### config.mk
export PLATFORM = sky130hd
export DESIGN_NAME = quoted_printable_decoder_core_flat
export DESIGN_NICKNAME = d
export VERILOG_FILES = /design/src/design/qpd_pkg.sv /design/src/design/qpd_if.sv /design/src/design/qpd_decode.sv /design/src/design/qpd_out_reg.sv /design/src/design/quoted_printable_decoder_core.sv /design/src/flat_wrapper.sv
export SDC_FILE = /design/constraint.sdc
export NUM_CORES = 1
export LEC_CHECK = 0
export BUFFER_PORTS_ARGS = -buffer_cell sky130_fd_sc_hd__buf_2
export CAP_MARGIN = 20
export CORE_ASPECT_RATIO = 1.25
export CORE_MARGIN = 4
export CORE_UTILIZATION = 50
export DETAILED_ROUTE_END_ITERATION = 8
export GPL_ROUTABILITY_DRIVEN = 0
export HOLD_SLACK_MARGIN = 0.03
export PLACE_DENSITY = 0.75
export RECOVER_POWER = 25
export SETUP_SLACK_MARGIN = 0.2
export SYNTH_ARGS = -nofsm -noshare
export SYNTH_HDL_FRONTEND = slang
export SYNTH_HIERARCHICAL = 1
export SYNTH_SLANG_ARGS = --single-unit
### constraint.sdc
create_clock -name clk_i -period 2.4 [get_ports clk_i]
set_clock_uncertainty 0.15 [all_clocks]
set_input_delay 0 -clock clk_i [delete_from_list [all_inputs] [get_ports clk_i]]
set_output_delay 0 -clock clk_i [all_outputs]
set_load 0.02 [all_outputs]
### src/design/qpd_pkg.sv
`timescale 1ns / 1ps
// ----------------------------------------------------------------------------
// qpd_pkg
// Shared types, character codes and the hex digit lookup for the
// quoted-printable decoder.
// ----------------------------------------------------------------------------
package qpd_pkg;

  localparam logic [7:0] CHR_EQ = 8'h3D;
  localparam logic [7:0] CHR_US = 8'h5F;
  localparam logic [7:0] CHR_SP = 8'h20;
  localparam logic [7:0] CHR_LF = 8'h0A;
  localparam logic [7:0] CHR_CR = 8'h0D;

  typedef struct packed {
    logic [7:0] in_byte;
    logic       in_last;
  } in_t;

  typedef struct packed {
    logic       out_valid;
    logic [7:0] out_byte;
    logic       error;
    logic       out_last;
  } out_t;

  // bit 4 set: not a hex digit
  function automatic logic [4:0] hex_value(input logic [7:0] c);
    logic [4:0] v;
    v = 5'h10;
    if (c >= 8'h30 && c <= 8'h39) begin
      v = {1'b0, c[3:0]};
    end else if ((c >= 8'h61 && c <= 8'h66) || (c >= 8'h41 && c <= 8'h46)) begin
      v = {1'b0, c[3:0] + 4'd9};
    end
    return v;
  endfunction

endpackage

### src/design/qpd_if.sv
`timescale 1ns / 1ps
// ----------------------------------------------------------------------------
// qpd_in_if / qpd_out_if
// Valid/ready stream channels carrying encoded bytes in and results out.
// ----------------------------------------------------------------------------
interface qpd_in_if import qpd_pkg::*; ();
  logic valid;
  logic ready;
  in_t  data;

  modport source (output valid, output data, input ready);
  modport sink (input valid, input data, output ready);
endinterface

interface qpd_out_if import qpd_pkg::*; ();
  logic valid;
  logic ready;
  out_t data;

  modport source (output valid, output data, input ready);
  modport sink (input valid, input data, output ready);
endinterface

### src/design/qpd_decode.sv
`timescale 1ns / 1ps
// ----------------------------------------------------------------------------
// qpd_decode
// Input register plus escape state machine; produces one result per beat.
// ----------------------------------------------------------------------------
module qpd_decode import qpd_pkg::*; (
  input  logic clk_i,
  input  logic rst_ni,
  input  logic word_mode_i,
  input  logic in_valid_i,
  output logic in_ready_o,
  input  in_t  in_data_i,
  output logic res_valid_o,
  input  logic res_ready_i,
  output out_t res_data_o
);

  typedef enum logic [1:0] {PH_IDLE, PH_EQ, PH_HEX, PH_CR} phase_e;

  logic       s1_valid_q;
  in_t        s1_q;
  phase_e     phase_q, phase_d;
  logic [3:0] hi_q, hi_d;
  logic       err_q, err_d;
  logic       adv;
  logic [4:0] hv;
  logic       is_hex;
  logic [7:0] c;
  out_t       res;

  assign adv        = s1_valid_q && res_ready_i;
  assign in_ready_o = !s1_valid_q || res_ready_i;

  assign c      = s1_q.in_byte;
  assign hv     = hex_value(c);
  assign is_hex = !hv[4];

  always_comb begin
    res          = '0;
    res.out_last = s1_q.in_last;
    phase_d      = phase_q;
    hi_d         = hi_q;
    err_d        = err_q;
    if (!err_q) begin
      case (phase_q)
        PH_IDLE: begin
          if (c == CHR_EQ) begin
            phase_d = PH_EQ;
          end else if (word_mode_i && c == CHR_US) begin
            res.out_valid = 1'b1;
            res.out_byte  = CHR_SP;
          end else begin
            res.out_valid = 1'b1;
            res.out_byte  = c;
          end
        end
        PH_EQ: begin
          if (!word_mode_i && c == CHR_LF) begin
            phase_d = PH_IDLE;
          end else if (!word_mode_i && c == CHR_CR) begin
            phase_d = PH_CR;
          end else if (is_hex) begin
            hi_d    = hv[3:0];
            phase_d = PH_HEX;
          end else begin
            err_d   = 1'b1;
            phase_d = PH_IDLE;
          end
        end
        PH_HEX: begin
          phase_d = PH_IDLE;
          if (is_hex) begin
            res.out_valid = 1'b1;
            res.out_byte  = {hi_q, hv[3:0]};
          end else begin
            err_d = 1'b1;
          end
        end
        PH_CR: begin
          phase_d = PH_IDLE;
          if (c != CHR_LF) begin
            err_d = 1'b1;
          end
        end
        default: begin
          phase_d = PH_IDLE;
        end
      endcase
      if (s1_q.in_last && phase_d != PH_IDLE) begin
        err_d = 1'b1;
      end
      if (err_d) begin
        res.out_valid = 1'b0;
        res.out_byte  = '0;
        phase_d       = PH_IDLE;
      end
    end
    res.error = err_d;
    if (s1_q.in_last) begin
      phase_d = PH_IDLE;
      hi_d    = '0;
      err_d   = 1'b0;
    end
  end

  assign res_valid_o = s1_valid_q;
  assign res_data_o  = res;

  always_ff @(posedge clk_i or negedge rst_ni) begin
    if (!rst_ni) begin
      s1_valid_q <= 1'b0;
      phase_q    <= PH_IDLE;
      hi_q       <= '0;
      err_q      <= 1'b0;
    end else begin
      if (in_ready_o) begin
        s1_valid_q <= in_valid_i;
      end
      if (adv) begin
        phase_q <= phase_d;
        hi_q    <= hi_d;
        err_q   <= err_d;
      end
    end
  end

  always_ff @(posedge clk_i) begin
    if (in_ready_o && in_valid_i) begin
      s1_q <= in_data_i;
    end
  end

  a_err_idle: assert property (@(posedge clk_i) disable iff (!rst_ni)
    err_q |-> phase_q == PH_IDLE)
    else $error("escape pending while in error");

  a_last_clears: assert property (@(posedge clk_i) disable iff (!rst_ni)
    adv && s1_q.in_last |=> phase_q == PH_IDLE && !err_q && hi_q == 4'd0)
    else $error("state not cleared after last beat");

  a_valid_no_err: assert property (@(posedge clk_i) disable iff (!rst_ni)
    s1_valid_q && res.out_valid |-> !res.error)
    else $error("decoded byte issued with error set");

  a_err_out: assert property (@(posedge clk_i) disable iff (!rst_ni)
    s1_valid_q && err_q |-> res.error && !res.out_valid)
    else $error("sticky error not reported");

endmodule

### src/design/qpd_out_reg.sv
`timescale 1ns / 1ps
// ----------------------------------------------------------------------------
// qpd_out_reg
// Result register between the decoder and the output channel.
// ----------------------------------------------------------------------------
module qpd_out_reg import qpd_pkg::*; (
  input  logic clk_i,
  input  logic rst_ni,
  input  logic res_valid_i,
  output logic res_ready_o,
  input  out_t res_data_i,
  output logic out_valid_o,
  input  logic out_ready_i,
  output out_t out_data_o
);

  logic full_q;
  out_t data_q;

  assign res_ready_o = !full_q || out_ready_i;
  assign out_valid_o = full_q;
  assign out_data_o  = data_q;

  always_ff @(posedge clk_i or negedge rst_ni) begin
    if (!rst_ni) begin
      full_q <= 1'b0;
    end else if (res_ready_o) begin
      full_q <= res_valid_i;
    end
  end

  always_ff @(posedge clk_i) begin
    if (res_ready_o && res_valid_i) begin
      data_q <= res_data_i;
    end
  end

endmodule

### src/design/quoted_printable_decoder_core.sv
`timescale 1ns / 1ps
// ----------------------------------------------------------------------------
// quoted_printable_decoder_core
// Quoted-printable stream decoder, one encoded byte in, one result out.
//
//   channel   dir   payload                                 beat
//   in_if     in    in_byte, in_last                        valid & ready
//   out_if    out   out_valid, out_byte, error, out_last    valid & ready
//   cfg       in    word_mode                               cfg_we_i
//
// One beat per cycle sustained while out_if does not stall; a result passes
// the input register, then the result register, before it reaches out_if.
// Reset clears the pipeline, the escape state and word_mode.
// A stall on out_if holds the result register; input keeps flowing until
// the input register is also full.
// ----------------------------------------------------------------------------
module quoted_printable_decoder_core import qpd_pkg::*; (
  input  logic       clk_i,
  input  logic       rst_ni,
  input  logic       cfg_we_i,
  input  logic       cfg_wdata_i,
  qpd_in_if.sink     in_if,
  qpd_out_if.source  out_if
);

  logic word_mode_q;
  logic res_valid;
  logic res_ready;
  out_t res_data;

  always_ff @(posedge clk_i or negedge rst_ni) begin
    if (!rst_ni) begin
      word_mode_q <= 1'b0;
    end else if (cfg_we_i) begin
      word_mode_q <= cfg_wdata_i;
    end
  end

  qpd_decode u_decode (
    .clk_i       (clk_i),
    .rst_ni      (rst_ni),
    .word_mode_i (word_mode_q),
    .in_valid_i  (in_if.valid),
    .in_ready_o  (in_if.ready),
    .in_data_i   (in_if.data),
    .res_valid_o (res_valid),
    .res_ready_i (res_ready),
    .res_data_o  (res_data)
  );

  qpd_out_reg u_out_reg (
    .clk_i       (clk_i),
    .rst_ni      (rst_ni),
    .res_valid_i (res_valid),
    .res_ready_o (res_ready),
    .res_data_i  (res_data),
    .out_valid_o (out_if.valid),
    .out_ready_i (out_if.ready),
    .out_data_o  (out_if.data)
  );

endmodule
### src/flat_wrapper.sv
// flat-port wrapper written by rule: the top's interface ports become plain ports
module quoted_printable_decoder_core_flat import qpd_pkg::*;
  (clk_i, rst_ni, cfg_we_i, cfg_wdata_i, in_if_valid, in_if_data, in_if_ready, out_if_valid, out_if_data, out_if_ready);
  qpd_in_if in_if_i ();
  qpd_out_if out_if_i ();
  input  logic clk_i;
  input  logic rst_ni;
  input  logic cfg_we_i;
  input  logic cfg_wdata_i;
  input wire logic [$bits(in_if_i.valid)-1:0] in_if_valid;
  input wire logic [$bits(in_if_i.data)-1:0] in_if_data;
  output wire logic [$bits(in_if_i.ready)-1:0] in_if_ready;
  output wire logic [$bits(out_if_i.valid)-1:0] out_if_valid;
  output wire logic [$bits(out_if_i.data)-1:0] out_if_data;
  input wire logic [$bits(out_if_i.ready)-1:0] out_if_ready;
  assign in_if_i.valid = in_if_valid;
  assign in_if_i.data = in_if_data;
  assign in_if_ready = in_if_i.ready;
  assign out_if_valid = out_if_i.valid;
  assign out_if_data = out_if_i.data;
  assign out_if_i.ready = out_if_ready;
  quoted_printable_decoder_core u_core (.clk_i(clk_i), .rst_ni(rst_ni), .cfg_we_i(cfg_we_i), .cfg_wdata_i(cfg_wdata_i), .in_if(in_if_i), .out_if(out_if_i));
endmodule
==> results.yml <==
timing:
  grt_setup_unrepaired: "yes"
  setup_tns_ns: 0
  slew_headroom_pct: 70.0
  layout_worst_path_cycle_share_pct: 96.9
  setup_ws_ns: 0.0742
  hold-worst-slack_ns: 0.233
  finalHoldViolCount: 0
  max_freq_mhz: 430
  period_minus_slack_ns: 2.33
  setup_viol: 0
  drv_slew: 0
  tightest_slew_ns: 0.449
synth:
  ys_warn_count: 6
  postSynthCellCount: 139
  ys_types: 54
  synth.most_common_cell: "edfxtp_1"
  synth_area_leaders: "edfxtp_1 37%, dfrtp_1 16%, ha_1 3.9%"
  synth_fp_nets: 159
  synthesis.area_per_instance_um2: 11.6
  ys_ff_latch: 30
  synth_top_area_cell: "edfxtp_1"
  synth.top_cell.area_share_pct: 37.2
  synth_edf_count: 20
  syn-cell-area_um2: 1610
  seq_area_frac_synth_pct: 52.7
  synth-main-ff-cell: "edfxtp_1"
  async_flop_share_pct: 33.3
  synth_common_cells: "20 x edfxtp_1, 13 x nor2_1, 10 x dfrtp_1"
hold_path:
  hold_path.class: "in2reg"
  min_from: "in_if_data[2]"
  hold_path_end: "u_core/u_decode/c[1]"
  hold_depth: 2
setup_path:
  start_kind: "register"
  worst-setup-path-type: "reg2reg"
  r2r_start: "u_core/u_decode/c[7]"
  crit_path_end_kind: "register"
  r2r_setup_slack_ns: 0.07
  crit_required_ns: 2.44
  r2r_cells: 6
  cp.arrival_ns: 2.36
  r2r-end: "u_core/u_out_reg/out_data_o[3]"
  cp_max_fo: 5
layout:
  postLayoutCoreUtil_pct: 77.5
  antenna_cells: 0
  nFillCells: 177
  drive_above_1_share_pct: 40.1
  syn_to_final_growth_pct: 45.3
  num-nets-final: 231
cts:
  tritoncts: "built"
  clk-insertion-delay-late_ns: 0.33
  cts.path.max_buffers: 2
  clk_pin_slew_ns: 0.08
  htree_levels: 2
  numCtsBuffers: 5
  clockRootBuffer: "clkbuf_4"
  cts_num_sinks: 30
grt:
  grt_pass1_vias: 1559
  gr-usage-all-layers_pct: 20.8
  grt_max_degree: 12
  overflow: 0
  grt_pass1_wl_um: 6650
  antenna_found_initial: 0
power_and_ir_drop:
  p_total_mw: 1.16
  leakagePower_nw: 0.915
  power.density_nw_per_um2: 496
  max-vdd-ir-drop_v: 0.000440
floorplanning:
  coreArea_um2: 3030
  initial_core_util_pct: 53.3
  die_area_um2: 4210
  ioPinCount: 28
  dieHeight_um: 71.5
  rows: 22
  die_w_um: 58.8
detailed_routing:
  drt_iter0_markers: 83
  firstDrtPassIters: 5
  routed_wirelength_um: 4680
  num_vias: 1543
  vias_per_cell: 6.22
  route.detailed.drc: 0
  detail-route-antenna-nets: 0
  wl_per_cell_um: 18.9
run_status:
  outcome: "finished, final reports clean"
placement:
  dpl.hpwl_um: 2660
  io_buffers: 27
  pre_cts_ws_ns: -0.00344
run:
  drv_cap: 0
## worst max-delay path, cell delays in order, from the launching register on
cell       delay, ns
edfxtp_1        0.48
or4b_4          0.57
buf_4           0.16
nor4_2          0.41
a21oi_1         0.15
a2bb2oi_1       0.17
nor2_1          0.10
## layer usage
metal	GRT usage, %	share of wire (%)
met3	5.41	8.5
met2	36.6	51
met5	0	0
met1	20.8	35
met4	14.1	5.1
## area by class of cell
| cell class | instances | area (um^2) | share of cell area [%] |
|---|---|---|---|
| repair buffers | 68 | 478 | 20.4 |
| clock buffers | 8 | 48.8 | 2.08 |
| well taps | 36 | 45.0 | 1.92 |
| multi-input cells | 99 | 897 | 38.2 |
| inverters | 7 | 26.3 | 1.12 |
| flip-flops and latches | 30 | 851 | 36.3 |
## report_power, final
group	leakage, nW	switching, mW	internal [mW]
registers	0.315	0.0431	0.604
clock network	0.0265	0.157	0.116
logic	0.574	0.126	0.116
total	0.915	0.327	0.837
## registers in the layout (all words and copies together) (netlist names)
name and flops:
u_core/u_decode/c 8, u_core/u_decode/res_data_o 1, u_core/u_decode/err_q 1, u_core/u_out_reg/out_data_o 11, u_core/u_decode/hi_q 4, u_core/u_out_reg/out_valid_o 1
u_core/word_mode_q 1, u_core/u_decode/res_valid_o 1, u_core/u_decode/phase_q 2
## worst max path at each step
stage	depth (start not counted)	endpoint	from
2_1_floorplan	5	u_core/u_decode/hi_q[3]	u_core/u_decode/c[3]
3_3_place_gp	5	u_core/u_out_reg/out_data_o[1]	u_core/u_decode/c[4]
3_5_place_dp	5	u_core/u_out_reg/out_data_o[1]	u_core/u_decode/c[4]
4_1_cts	5	u_core/u_out_reg/out_data_o[1]	u_core/u_decode/c[7]
5_1_grt	5	u_core/u_out_reg/out_data_o[1]	u_core/u_decode/c[7]
6_report	6	u_core/u_out_reg/out_data_o[3]	u_core/u_decode/c[7]
## through the flow
stage                     instances  instance area, um^2
final                           248                 2350
after global routing            248                 2350
after CTS                       242                 2210
after detailed placement        212                 1880
after global placement          212                 1880
after floorplan                 139                 1620
## cells in the final DEF, fill, tap and decap left out, types with 3 or more instances in the layout
cell type,count
nand2_1,5
nand3_1,3
ha_4,3
clkbuf_1,10
o21ai_2,4
dfrtp_1,10
nand2b_1,5
a21oi_1,3
nor2_1,11
buf_4,24
a22oi_1,3
inv_1,5
clkbuf_4,5
buf_2,20
edfxtp_1,20
dlygate4sd3_1,16
## cell families (layout without fill, tap and decap cells)
kind of cell	Yosys count	in the layout	share of synthesized area, %
adders and majority gates	5	5	3.88
DFF	30	30	52.7
muxes	2	2	1.55
and+or+nand+nor	53	53	20.5
AOI/OAI and AO/OA	38	39	18.2
buffers and inverters	11	83	3.18
## timing repair
item | 4_1_cts | 5_1_grt
hold buffers | 16 | 0
hold endpoints to repair | 23 | 0
resized for setup | 16 | 21
pin swaps | 6 | 6
setup endpoints to repair | 14 | 15
gates cloned | 1 | 0
setup buffers | 5 | 6
Power figures use the tool's default switching activity.
